File: src/rtl/sssu_pkg.sv
// Shared types, constants and the segment table for the seven-segment scan unit.
package sssu_pkg;

    localparam logic OP_LOAD    = 1'b0;
    localparam logic OP_REFRESH = 1'b1;

    localparam int FRAME_BITS = 16;
    localparam int CNT_W      = 4;     // counts the bits of one frame
    localparam int POS_W      = 2;     // digit position, also the digit counter width
    localparam int MAX_DIGITS = 4;

    localparam logic [7:0] SEL_BASE  = 8'hF0;
    localparam logic [7:0] SEG_BLANK = 8'hFF;

    typedef struct packed {
        logic        op;
        logic [15:0] number_in;
    } sssu_in_t;

    typedef struct packed {
        logic             serial_bit;
        logic             latch_pulse;
        logic [POS_W-1:0] digit_index;
        logic             last;
    } sssu_out_t;

    // Active-low segment pattern of one decimal digit
    function automatic logic [7:0] seg_pattern(input logic [3:0] digit);
        logic [7:0] pat;
        case (digit)
            4'd0:    pat = 8'hC0;
            4'd1:    pat = 8'hF9;
            4'd2:    pat = 8'hA4;
            4'd3:    pat = 8'hB0;
            4'd4:    pat = 8'h99;
            4'd5:    pat = 8'h92;
            4'd6:    pat = 8'h82;
            4'd7:    pat = 8'hF8;
            4'd8:    pat = 8'h80;
            4'd9:    pat = 8'h90;
            default: pat = SEG_BLANK;
        endcase
        return pat;
    endfunction

endpackage

File: src/rtl/sssu_bcd.sv
// Bit-serial binary to BCD converter (shift and add three), one input bit per cycle.
module sssu_bcd #(
    parameter int DIGIT_COUNT = 4
) (
    input  logic                     clk,
    input  logic                     rst_n,
    input  logic                     start,
    input  logic [15:0]              number_in,
    output logic                     busy,
    output logic [4*DIGIT_COUNT-1:0] bcd,
    output logic                     overflow
);

    localparam int BCD_W = 4 * DIGIT_COUNT;

    logic [15:0]            bin_reg,  bin_next;
    logic [BCD_W-1:0]       bcd_reg,  bcd_next;
    logic                   ovf_reg,  ovf_next;
    logic [sssu_pkg::CNT_W-1:0] cnt_reg, cnt_next;
    logic                   busy_reg, busy_next;
    logic [BCD_W-1:0]       adj;

    // Add three to every digit that is five or more
    always_comb
    begin
        for (int j = 0; j < DIGIT_COUNT; j++)
        begin
            if (bcd_reg[j*4 +: 4] >= 4'd5)
                adj[j*4 +: 4] = bcd_reg[j*4 +: 4] + 4'd3;
            else
                adj[j*4 +: 4] = bcd_reg[j*4 +: 4];
        end
    end

    // Start on request, then shift one binary bit in per cycle
    always_comb
    begin
        bin_next  = bin_reg;
        bcd_next  = bcd_reg;
        ovf_next  = ovf_reg;
        cnt_next  = cnt_reg;
        busy_next = busy_reg;
        if (start)
        begin
            bin_next  = number_in;
            bcd_next  = '0;
            ovf_next  = 1'b0;
            cnt_next  = '0;
            busy_next = 1'b1;
        end
        else if (busy_reg)
        begin
            // a bit leaving the top digit means the value needs more digits
            ovf_next = ovf_reg | adj[BCD_W-1];
            bcd_next = {adj[BCD_W-2:0], bin_reg[15]};
            bin_next = {bin_reg[14:0], 1'b0};
            cnt_next = cnt_reg + 1'b1;
            if (cnt_reg == sssu_pkg::CNT_W'(sssu_pkg::FRAME_BITS - 1))
                busy_next = 1'b0;
        end
    end

    always_ff @(posedge clk or negedge rst_n)
    begin
        if (!rst_n)
        begin
            bcd_reg  <= '0;
            ovf_reg  <= 1'b0;
            cnt_reg  <= '0;
            busy_reg <= 1'b0;
        end
        else
        begin
            bcd_reg  <= bcd_next;
            ovf_reg  <= ovf_next;
            cnt_reg  <= cnt_next;
            busy_reg <= busy_next;
        end
    end

    // Binary shifter is payload only
    always_ff @(posedge clk)
    begin
        bin_reg <= bin_next;
    end

    assign busy     = busy_reg;
    assign bcd      = bcd_reg;
    assign overflow = ovf_reg;

endmodule

File: src/rtl/seven_segment_serial_scan_unit.sv
// Top level of the seven-segment serial scan unit: command intake, frame serializer, output register.
// A load beat stores a 16-bit number and converts it to decimal, during which in_ready is low; it
// produces no output beats. A refresh beat sends one 16-bit frame per shown digit, ones digit
// first, one output beat per cycle while out_ready stays high. Each frame is the active-low segment
// byte then the digit-select byte, both MSB first; latch_pulse marks the frame's final bit and last
// marks the final bit of the run. Leading zero digits are not sent, values of 10000 and above show
// their low four decimal digits, and at most DIGIT_COUNT digits are sent. The next beat is taken
// once the last bit of a run sits in the output register.
module seven_segment_serial_scan_unit #(
    parameter int DIGIT_COUNT = 4
) (
    input  logic                clk,
    input  logic                rst_n,
    input  logic                in_valid,
    output logic                in_ready,
    input  sssu_pkg::sssu_in_t  in_data,
    output logic                out_valid,
    input  logic                out_ready,
    output sssu_pkg::sssu_out_t out_data
);

    localparam int BCD_W = 4 * DIGIT_COUNT;
    localparam int POS_W = sssu_pkg::POS_W;

    localparam logic ST_IDLE = 1'b0;
    localparam logic ST_SCAN = 1'b1;

    logic                       state_reg,  state_next;
    logic [POS_W-1:0]           k_reg,      k_next;
    logic [POS_W-1:0]           kmax_reg,   kmax_next;
    logic [sssu_pkg::CNT_W-1:0] bit_reg,    bit_next;
    logic [sssu_pkg::FRAME_BITS-1:0] frame_reg, frame_next;
    logic                       oval_reg,   oval_next;
    sssu_pkg::sssu_out_t        odata_reg,  odata_next;

    logic                       in_acc;
    logic                       conv_start;
    logic                       conv_busy;
    logic [BCD_W-1:0]           bcd;
    logic                       overflow;
    logic [POS_W-1:0]           ndig_m1;
    logic                       hit;
    logic [POS_W-1:0]           build_k;
    logic [3:0]                 build_digit;
    logic [POS_W-1:0]           build_pos;
    logic [sssu_pkg::FRAME_BITS-1:0] build_frame;
    logic                       advance;
    logic                       frame_end;

    assign in_ready   = (state_reg == ST_IDLE) && !conv_busy;
    assign in_acc     = in_valid && in_ready;
    assign conv_start = in_acc && (in_data.op == sssu_pkg::OP_LOAD);

    sssu_bcd #(
        .DIGIT_COUNT (DIGIT_COUNT)
    ) u_bcd (
        .clk       (clk),
        .rst_n     (rst_n),
        .start     (conv_start),
        .number_in (in_data.number_in),
        .busy      (conv_busy),
        .bcd       (bcd),
        .overflow  (overflow)
    );

    // Find the highest digit to send: the value reaches 10^j when any digit at j or above is set
    always_comb
    begin
        ndig_m1 = '0;
        hit     = overflow;
        for (int j = DIGIT_COUNT - 1; j >= 1; j--)
        begin
            hit = hit | (bcd[j*4 +: 4] != 4'd0);
            if (hit && (ndig_m1 == '0))
                ndig_m1 = POS_W'(j);
        end
    end

    // Build the frame of the digit that goes out next
    assign build_k = (state_reg == ST_IDLE) ? '0 : k_reg + 1'b1;

    always_comb
    begin
        build_digit = '0;
        for (int j = 0; j < DIGIT_COUNT; j++)
        begin
            if (build_k == POS_W'(j))
                build_digit = bcd[j*4 +: 4];
        end
    end

    assign build_pos   = POS_W'(sssu_pkg::MAX_DIGITS - 1) - build_k;
    assign build_frame = {sssu_pkg::seg_pattern(build_digit),
                          sssu_pkg::SEL_BASE | (8'd1 << build_pos)};

    assign advance   = (state_reg == ST_SCAN) && (!oval_reg || out_ready);
    assign frame_end = (bit_reg == sssu_pkg::CNT_W'(sssu_pkg::FRAME_BITS - 1));

    // Sequence the scan: start a run, shift one bit per beat, move to the next frame
    always_comb
    begin
        state_next = state_reg;
        k_next     = k_reg;
        kmax_next  = kmax_reg;
        bit_next   = bit_reg;
        frame_next = frame_reg;
        oval_next  = oval_reg;
        odata_next = odata_reg;

        if (out_ready)
            oval_next = 1'b0;

        case (state_reg)
            ST_IDLE:
            begin
                if (in_acc && (in_data.op == sssu_pkg::OP_REFRESH))
                begin
                    state_next = ST_SCAN;
                    k_next     = '0;
                    kmax_next  = ndig_m1;
                    bit_next   = '0;
                    frame_next = build_frame;
                end
            end
            ST_SCAN:
            begin
                if (advance)
                begin
                    oval_next              = 1'b1;
                    odata_next.serial_bit  = frame_reg[sssu_pkg::FRAME_BITS-1];
                    odata_next.latch_pulse = frame_end;
                    odata_next.digit_index = POS_W'(sssu_pkg::MAX_DIGITS - 1) - k_reg;
                    odata_next.last        = frame_end && (k_reg == kmax_reg);
                    frame_next = {frame_reg[sssu_pkg::FRAME_BITS-2:0], 1'b0};
                    bit_next   = bit_reg + 1'b1;
                    if (frame_end)
                    begin
                        if (k_reg == kmax_reg)
                        begin
                            state_next = ST_IDLE;
                        end
                        else
                        begin
                            k_next     = k_reg + 1'b1;
                            frame_next = build_frame;
                        end
                    end
                end
            end
            default:
            begin
                state_next = ST_IDLE;
            end
        endcase
    end

    always_ff @(posedge clk or negedge rst_n)
    begin
        if (!rst_n)
        begin
            state_reg <= ST_IDLE;
            k_reg     <= '0;
            kmax_reg  <= '0;
            bit_reg   <= '0;
            oval_reg  <= 1'b0;
        end
        else
        begin
            state_reg <= state_next;
            k_reg     <= k_next;
            kmax_reg  <= kmax_next;
            bit_reg   <= bit_next;
            oval_reg  <= oval_next;
        end
    end

    // Frame shifter and output payload
    always_ff @(posedge clk)
    begin
        frame_reg <= frame_next;
        odata_reg <= odata_next;
    end

    assign out_valid = oval_reg;
    assign out_data  = odata_reg;

endmodule

File: config.mk
export PLATFORM = sky130hd
export DESIGN_NAME = seven_segment_serial_scan_unit
export DESIGN_NICKNAME = d
export VERILOG_FILES = /design/src/rtl/sssu_pkg.sv /design/src/rtl/sssu_bcd.sv /design/src/rtl/seven_segment_serial_scan_unit.sv
export SDC_FILE = /design/constraint.sdc
export NUM_CORES = 1
export LEC_CHECK = 0
export BUFFER_PORTS_ARGS = -buffer_cell sky130_fd_sc_hd__buf_2
export CAP_MARGIN = 20
export CELL_PAD_IN_SITES_DETAIL_PLACEMENT = 0
export CELL_PAD_IN_SITES_GLOBAL_PLACEMENT = 2
export CORE_ASPECT_RATIO = 1.1
export CORE_UTILIZATION = 36
export CTS_CLUSTER_DIAMETER = 50
export DETAILED_ROUTE_END_ITERATION = 8
export PLACE_DENSITY = 0.81
export SLEW_MARGIN = 25
export SYNTH_ARGS = -nofsm -noshare
export SYNTH_HDL_FRONTEND = slang
export SYNTH_HIERARCHICAL = 1
export SYNTH_SLANG_ARGS = --single-unit
export TNS_END_PERCENT = 100
File: constraint.sdc
create_clock -name clk -period 2.05 [get_ports clk]
set_input_delay 0.205 -clock clk [delete_from_list [all_inputs] [get_ports clk]]
set_output_delay 0.205 -clock clk [all_outputs]
set_load 0.03 [all_outputs]
## After elaboration in Yosys (flattened, before gate mapping)

Memories as Yosys holds them, arrays and structs flattened.
Cells that the tools add are included.

| storage, ports and cells | value |
|---|---|
| register bits after elaboration | 69 |
| memory bits (read-only) | 112 |
| bits of input ports | 21 |
| output and inout port bits | 7 |
| logic and storage cells | 112 |
| memories | 1 |

| operators by class | value |
|---|---|
| add/sub/neg operators | 9 |
| order comparisons | 4 |
| eq/ne operators | 10 |
| shifts and indexed selects | 1 |
| mux-type cells | 44 |
| bitwise operators | 6 |
| reduce and logical (&&, ||, !) cells | 22 |

Memory list:

| name | depth | bits a word | rd ports | clocked after Yosys merged registers in | write ports | RTL line | RTL |
|---|---|---|---|---|---|---|---|
| (no name shown) | 16 | 7 | 1 | 0 | 0 | sssu_pkg.sv:30 | `case (digit)` |

Operators by type and width:

| cell | number |
|---|---|
| 16-bit two-way mux | 8 |
| 4-bit two-way mux | 12 |
| 16-bit case mux with 2 select lines | 1 |
| 4-bit by 2-bit adder with 4-bit output (second input constant) | 4 |
| 4-bit by 3-bit >= comparator with 1-bit output (second input constant) | 4 |
| 2-bit two-way mux | 8 |
| 1-bit two-way mux | 12 |
| 4-bit nonzero test | 3 |
| 4-bit by 1-bit adder with 4-bit output (second input constant) | 2 |
| 4-bit == test (second input constant) | 2 |
| 1-bit logical AND | 8 |
| 4-bit case mux with 2 select lines | 1 |
| 2-bit zero test | 3 |
| 2-bit by 1-bit inequality test with 1-bit output (second input constant) | 3 |
| 2-bit AND reduction | 3 |
| 2-bit == test (second input constant) | 2 |
| 1-bit OR | 4 |
| 2-bit case mux with 2 select lines | 1 |
| 4-bit AND reduction | 1 |
| 1-bit by 2-bit left shift with 4-bit output (first input constant) | 1 |
| 2-bit subtractor (first input constant) | 2 |
| 2-bit by 1-bit adder with 2-bit output (second input constant) | 1 |
| 2-bit by 1-bit == test with 1-bit output (second input constant) | 1 |
| 2-bit == test | 1 |
| 6 further kinds | 8 |

## Longest topological paths before layout

Gate-level depths: netlist (run 1).
An unclocked memory read counts as a cell.

| depth | value |
|---|---|
| word-level depth | 12 |
| mapped depth | 9 |
| depth with buffers taken out | 8 |

## Cells and area by module

The synthesis (run 1) kept the hierarchy.

By module, submodules not included:

| module | instances | cells an instance | area an instance (µm²) | sequential area each (µm²) |
|---|---|---|---|---|
| sssu_bcd | 1 | 172 | 1,971.9 | 1,031.0 |
| seven_segment_serial_scan_unit | 1 | 160 | 1,745.4 | 880.8 |

## Least setup slack after synthesis (run 1)

No wires, ideal clock.

| timing path | value |
|---|---|
| kind | register to register |
| from | register state_reg |
| to | register u_bcd.bin_reg[0], enable pin |
| library setup time | 0.334 ns |
| arrival time | 2.004 ns |
| data required time | 1.716 ns |
| path slack | -0.287 ns |
| cell stages (with the launch flop) | 8 |
| buffers on the path | 3 |
| clock period less this slack | 2.337 ns |
| cell sequence | dfrtp_1 -> buf_4 -> nor2_1 -> nand2_1 -> nor2_1 -> buf_2 -> buf_2 -> or2_2 |

| on the way | value |
|---|---|
| word-level cells in the longest chain between the ends | 5 |

Ends and longest elaborated chain:

| item | RTL line | RTL |
|---|---|---|
| start, declared | seven_segment_serial_scan_unit.sv:28 | `logic state_reg, state_next;` |
| start signal, assigned | seven_segment_serial_scan_unit.sv:169 | `state_reg <= state_next;` |
| 1-bit inverter (no source line) | n/a |  |
| 1-bit logical AND | seven_segment_serial_scan_unit.sv:50 | `assign in_ready = (state_reg == ST_IDLE) && !conv_busy;` |
| via in_ready | seven_segment_serial_scan_unit.sv:15 | `output logic in_ready,` |
| 1-bit logical AND | seven_segment_serial_scan_unit.sv:51 | `assign in_acc = in_valid && in_ready;` |
| 1-bit logical AND | seven_segment_serial_scan_unit.sv:52 | `assign conv_start = in_acc && (in_data.op == sssu_pkg::OP_LOAD);` |
| via conv_start | seven_segment_serial_scan_unit.sv:37 | `logic conv_start;` |
| 2-bit nonzero test (no source line) | n/a |  |
| end signal, assigned | sssu_bcd.sv:84 | `bin_reg <= bin_next;` |
| end, declared | sssu_bcd.sv:16 | `logic [15:0] bin_reg, bin_next;` |

The timed path passes the listed nets, and every way through them passes these cells.
A chain may end at the register's enable or synchronous reset.

## Worst setup path after layout (run 1)

| timing path | value |
|---|---|
| from | register k_reg[1] |
| to | register frame_reg[14] (netlist name) (data pin) |

| on the way | value |
|---|---|
| word-level cells in the longest chain between the ends | 12 |
| elaborated cells between the ends (all ways) | 17 |
| classes of those cells | 1 x add/sub; 4 x eq/ne; 10 x mux; 1 x reduce/logical; 1 x memory |

Ends and longest elaborated chain:

| item | RTL line | RTL |
|---|---|---|
| start, declared | seven_segment_serial_scan_unit.sv:29 | `logic [POS_W-1:0] k_reg, k_next;` |
| start signal, assigned | seven_segment_serial_scan_unit.sv:170 | `k_reg <= k_next;` |
| 2-bit by 1-bit adder with 2-bit output | seven_segment_serial_scan_unit.sv:80 | `assign build_k = (state_reg == ST_IDLE) ? '0 : k_reg + 1'b1;` |
| 2-bit two-way mux | seven_segment_serial_scan_unit.sv:80 |  |
| 2-bit zero test | seven_segment_serial_scan_unit.sv:87 | `if (build_k == POS_W'(j))` |
| 4-bit two-way mux (4 in a row) | seven_segment_serial_scan_unit.sv:87 |  |
| memory read 16 x 7 bit | n/a |  |
| 16-bit two-way mux | seven_segment_serial_scan_unit.sv:138 | `if (k_reg == kmax_reg)` |
| 16-bit two-way mux | seven_segment_serial_scan_unit.sv:136 | `if (frame_end)` |
| 16-bit two-way mux | seven_segment_serial_scan_unit.sv:127 | `if (advance)` |
| 16-bit case mux with 2 select lines * | seven_segment_serial_scan_unit.sv:113 | `case (state_reg)` |
| via frame_next, one bit | seven_segment_serial_scan_unit.sv:32 | `logic [sssu_pkg::FRAME_BITS-1:0] frame_reg, frame_next;` |
| end signal, assigned | seven_segment_serial_scan_unit.sv:180 | `frame_reg <= frame_next;` |
| end, declared | seven_segment_serial_scan_unit.sv:32 |  |

The timed path passes the listed nets; every way through them passes the cells marked *. The select of a mux whose other input is x is not followed.

==> results.toml, run 1 <==
[routing]
detail_route.wl_per_cell_microns = 13.9
dr_total_vias = 2620
drtAntennaViolNets = 0
post-route-drc-count = 0
first_iter_violations = 80
vias_per_cell = 5.14
wl_microns = 7100
drt-pass1-iter-count = 4

[flow_run]
drv.max_cap_violation_count = 0

[setup_path]
setup.worst_path.start_class = "flip-flop"
cpPeakStageDelay_ps = 470
worst-r2r-cell-count = 7
worst_setup_path_end_kind = "flip-flop"
r2r-end = "frame_reg[14]"
reg2reg_from = "k_reg[1]"
crit_fanout = 6
regToRegSetupSlack_ps = 90
cp_cell_sequence = "mux2_4 > a32oi_2 > nand2_2 > ha_1 > a21bo_2 > o211ai_1 > a22o_1"
timing.critical_path.required_ps = 2160
criticalPathCategory = "reg2reg"
critical_path.slowest_cell = "dfrtp_2"
data_arrival_time_of_the_critical_path_ps = 2070

[worst_hold_path]
holdPathStages = 2
timing.hold.worst.class = "in2reg"
start_point_of_the_worst_hold_path = "in_data[0]"
worst_hold_path.endpoint = "u_bcd/bin_reg[0]"

[floorplanning]
initial_utilization_pct = 37.4
die_w_microns = 98.9
row_count = 38
die-area_sq_um = 10700
die-height_microns = 109
floorplan.io_pins = 28
floorplan.core_area_sq_um = 9940

[clocking]
tritoncts = "yes"
clock_tree.buffer_depth = 2
cts_buffers = 9
clk_pin_slew_ps = 80
clock_latency_ps = 350
root_buffer = "clkbuf_8"
cts.sink_count = 69
cts_max_level = 3

[status]
status = "finished, final reports clean"

[timing]
max_slew.worst_pin.slew_ps = 733
hold-worst-slack_ps = 145
fin_crit_share_pct = 95.8
fmax_mhz = 509
finClkSkew_ps = 14.0
maxSlewViolCount = 0
final.setup.tns_ps = 0
maxSlewHeadroom_pct = 51.1
final-setup-viol-count = 0
hold_viol = 0
postLayoutSetupSlackWorst_ps = 85.9
final_period_minus_worst_setup_slack_ps = 1960
rsz0062_at_grt = "false"

[power_and_ir_drop]
power_leakage_uw = 0.00181
cellPowerDensity_nw_per_um2 = 1700
maximum_vdd_drop_v = 0.000551

[layout]
num-nets-final = 421
finish.utilization_pct = 44.4
fillerInstances = 952
drive_above_1_share_pct = 29.5
layoutNonFillerInstCount = 510
n_antenna_cell = 0
area_growth_pct = 18.7

[logic_synthesis]
proportion_of_synthesized_flip_flops_having_asynchronous_set_or_reset_pct = 46.4
synth_cells = 332
synth.net_count = 368
part_of_the_yosys_area_used_for_sequential_elements_pct = 51.4
yosys_most_used_dff = "edfxtp_1"
avgSynthCellArea_sq_um = 11.2
ys_types = 64
total_of_warnings_raised_by_yosys = 6
synth.ff_latch_count = 69
synthesis.area_sq_um = 3720
synth-edff-count = 37

[placement]
place.detailed.hpwl_microns = 5060
place_worst_setup_slack_ps = -4.48
finalWeightedCongestion = 0.777
numPortBuffers = 27
dp.cells = 491

[grt]
antenna_found_initial = 0
largest_net_degree_at_the_start_of_global_routing = 41
grt_first_pass_wirelength_microns = 12200
vias_in_the_first_global_route = 2570
overflow = 0
grtUsageTotal_pct = 14.6
## worst max path at each step
stage                          from               end  slack [ps]  cells past startpoint
final                      k_reg[1]     frame_reg[14]          90                      7
after global routing       k_reg[0]     frame_reg[13]           3                      7
after CTS                  k_reg[0]     frame_reg[11]          40                      9
after detailed placement   k_reg[1]     frame_reg[14]          -4                      7
after global placement     k_reg[1]     frame_reg[14]          30                      7
after floorplan           state_reg  u_bcd/bin_reg[0]          20                      7
## stage by stage
step / cell area [sq um] / power (uW)
CTS: 4370 / 7470
global placement: 4160 / 6230
floorplan: 3720 / 5300
detailed placement: 4160 / 6280
global route: 4410 / 8160
finish: 4410 / 7500
## synth_stat cells, types with 4 or more instances
cell | n | area [sq um]
buf_4 | 4 | 30.0
dfrtp_1 | 32 | 801
inv_1 | 17 | 63.8
a21oi_1 | 14 | 70.1
edfxtp_1 | 37 | 1110
mux2i_1 | 5 | 50.1
nand4_1 | 6 | 37.5
nand2_1 | 29 | 109
a31oi_1 | 6 | 37.5
ha_1 | 15 | 188
mux2_2 | 19 | 214
nand2b_1 | 13 | 81.3
nand3_1 | 11 | 55.1
nor2_1 | 23 | 86.3
xor2_1 | 5 | 43.8
buf_2 | 6 | 30.0
o21ai_0 | 14 | 70.1
## layout make-up
class / instances / area (sq um) / share of cell area (%)
inverter: 17 / 63.8 / 1.45
clock buffer: 9 / 124 / 2.81
tap: 120 / 150 / 3.40
clock inverter: 7 / 80.1 / 1.81
sequential: 69 / 1910 / 43.4
timing repair buffer: 56 / 393 / 8.90
multi-input combinational: 232 / 1690 / 38.3
## metal layers
metal	track usage, %	up-vias	share of wire (%)
li1	-	1317	-
met2	24.4	37	48
met1	18.4	1261	48
met5	0	-	0
met4	4.37	0	0.90
met3	3.94	5	2.8
## timing repair
action	in CTS	in global routing
hold buffers	1	0
cloned	0	0
endpoints found under the hold margin	32	0
pin swaps	0	2
setup buffers	0	2
setup endpoints to repair	2	5
gates resized for setup	1	8
## cell families after synthesis
family / share of synthesized area (%)
and+or+nand+nor: 15.2
xor gates and xnor gates: 1.88
AOI/OAI and AO/OA: 14.5
muxes: 7.81
adders and majority gates: 5.05
DFF: 51.4
buffers and inverters: 4.14
## report_power, final
part,internal [uW],leakage (uW),switching (uW)
logic,1700,0.000970,1930
registers,2320,0.000740,402
clock network,577,0.0000968,576
## worst max-delay path, delay by kind of cell, from the launching register on
kind | cells | cell delay (ps)
AO/OA/AOI/OAI | 4 | 620
multiplexers | 1 | 310
adder cells (fa/ha/maj) | 1 | 220
flip-flops | 1 | 470
AND/OR/NAND/NOR | 1 | 110
## cell usage in the layout (no fill, tap or decap), types with 14 or more instances in the layout
cell,n
a21oi_1,14
buf_2,27
buf_4,25
dfrtp_1,30
edfxtp_1,37
ha_1,15
inv_1,15
mux2_2,18
nand2_1,28
nor2_1,21
o21ai_0,14
(Power assumes the default switching activity.)
==> run 2: changes to the inputs <==
--- a/config.mk
+++ b/config.mk
@@ -9,7 +9,7 @@
 export CAP_MARGIN = 20
 export CELL_PAD_IN_SITES_DETAIL_PLACEMENT = 0
 export CELL_PAD_IN_SITES_GLOBAL_PLACEMENT = 2
-export CORE_ASPECT_RATIO = 1.1
+export CORE_ASPECT_RATIO = 0.75
 export CORE_UTILIZATION = 36
 export CTS_CLUSTER_DIAMETER = 50
 export DETAILED_ROUTE_END_ITERATION = 8
==> run 2 against run 1 <==
Non-clock buffer count down 2. Largest power group unchanged. Sequential share of layout area is 0.70 points lower. Sequential power is essentially flat. Maximum frequency rose by 0.22%. Utilization rose by 1.1 points. Final area up 1.5%. Combinational power is essentially flat. Global-route usage up 0.31 points. Clock power rose by 29%. Count of clock-buffer cells in the layout increased by 2. Sequential cell count unchanged. Highest routed layer unchanged.
==> results.toml, run 2 (synthesis gave the netlist of run 1 again) <==
[placement]
finalWeightedCongestion = 0.810
place_worst_setup_slack_ps = 59.1
place.detailed.hpwl_microns = 5160
numPortBuffers = 27

[floorplanning]
die_w_microns = 119
floorplan.io_pins = 28
initial_utilization_pct = 37.7
floorplan.core_area_sq_um = 9850
die-area_sq_um = 10700
die-height_microns = 90
row_count = 31

[setup_path]
data_arrival_time_of_the_critical_path_ps = 2040
setup.worst_path.start_class = "flip-flop"
criticalPathCategory = "reg2reg"
crit_fanout = 6
worst_setup_path_end_kind = "flip-flop"
timing.critical_path.required_ps = 2130
regToRegSetupSlack_ps = 90

[worst_hold_path]
timing.hold.worst.class = "in2reg"

[status]
status = "finished, final reports clean"

[timing]
final-setup-viol-count = 0
maxSlewHeadroom_pct = 49.6
fin_crit_share_pct = 95.6
hold_viol = 0
postLayoutSetupSlackWorst_ps = 90.1
max_slew.worst_pin.slew_ps = 755
final.setup.tns_ps = 0
finClkSkew_ps = 5.73
final_period_minus_worst_setup_slack_ps = 1960
rsz0062_at_grt = "true"
maxSlewViolCount = 0
fmax_mhz = 510

[routing]
dr_total_vias = 2624
post-route-drc-count = 0
first_iter_violations = 186
detail_route.wl_per_cell_microns = 14.3
vias_per_cell = 5.05
drt-pass1-iter-count = 4
wl_microns = 7460
drtAntennaViolNets = 0

[layout]
layout_common_cells = "edfxtp_1, dfrtp_1, nand2_1, buf_2, buf_4"
num-nets-final = 419
area_growth_pct = 20.5
n_antenna_cell = 0
layout.cells.most_common = "edfxtp_1"
fillerInstances = 940
drive_above_1_share_pct = 28.4

[clocking]
root_buffer = "clkbuf_16"
tritoncts = "yes"
clock_latency_ps = 330
cts_buffers = 9
cts.sink_count = 69
cts_max_level = 3
clk_pin_slew_ps = 60
clock_tree.buffer_depth = 2

[grt]
grt_first_pass_wirelength_microns = 12500
largest_net_degree_at_the_start_of_global_routing = 41
vias_in_the_first_global_route = 2479
antenna_found_initial = 0
grtUsageTotal_pct = 14.9
overflow = 0

[power_and_ir_drop]
cellPowerDensity_nw_per_um2 = 1750
power_leakage_uw = 0.00184
maximum_vdd_drop_v = 0.000763

[flow_run]
drv.max_cap_violation_count = 0
==> run 2: cell types whose count changed in the layout (fill, tap and decap cells not counted), moves of 2 or more <==
cell	previous run	this run
inv_6	3	0
clkinv_2	0	2
clkbuf_1	0	2
dfrtp_2	2	0
dfrtp_1	30	32
clkbuf_8	9	0
clkbuf_16	0	9
==> run 2: final timing paths <==
kind	startpoint	to	cells past startpoint
min reg2reg	frame_reg[15]	out_data[4]	0
min in group asynchronous	rst_n	out_valid	2
min	in_data[0]	u_bcd/bin_reg[0]	2
max reg2reg	k_reg[0]	frame_reg[14]	7
max in group asynchronous	rst_n	u_bcd/bcd[14]	2
max	k_reg[0]	frame_reg[14]	7
==> run 2: final cells by class <==
cell class / instances / area [sq um] / area share, %
Sequential cell: 69 / 1910 / 42.7
Multi-Input combinational cell: 232 / 1690 / 37.7
Timing Repair Buffer: 54 / 365 / 8.15
Clock buffer: 11 / 233 / 5.19
Tap cell: 132 / 165 / 3.69
Inverter: 17 / 63.8 / 1.42
Clock inverter: 5 / 51.3 / 1.14
==> run 2: routing by layer <==
metal	GRT usage (%)	vias up	wire, microns
met4	4.38	0	46
met3	4.76	7	307
met1	21.9	1246	3920
li1	-	1323	-
met2	20.7	48	3180
met5	0	-	0
==> run 2: critical path, stage by stage (launching register included) <==
cell and delay (ps):
dfrtp_1 400, buf_4 160, nor2b_4 130, buf_4 150, a32oi_4 300, nand2_2 130
o31a_1 250, a22o_1 190
==> run 2: where the power goes <==
part	switching [uW]	total [uW]	internal (uW)
logic	1980	3620	1650
clock network	552	1480	933
registers	407	2730	2320
total	2930	7830	4900
==> run 2: metrics by stage <==
stage	power (uW)	utilization, %	std cells	hold WS [ps]	area [sq um]
after floorplan	5300	-	332	-90.6	3720
after global placement	6160	42.0	500	318	4140
after detailed placement	6200	42.0	500	313	4140
after CTS	7730	45.0	517	146	4430
after global routing	8460	45.5	520	152	4480
final	7830	45.5	520	156	4480
==> run 2: timing repair <==
| item | CTS | global route |
|---|---|---|
| hold buffers | 1 | 0 |
| hold endpoints to repair | 32 | 0 |
| setup endpoints to repair | 0 | 6 |
| resized for setup | 0 | 9 |
| setup buffers | 0 | 3 |
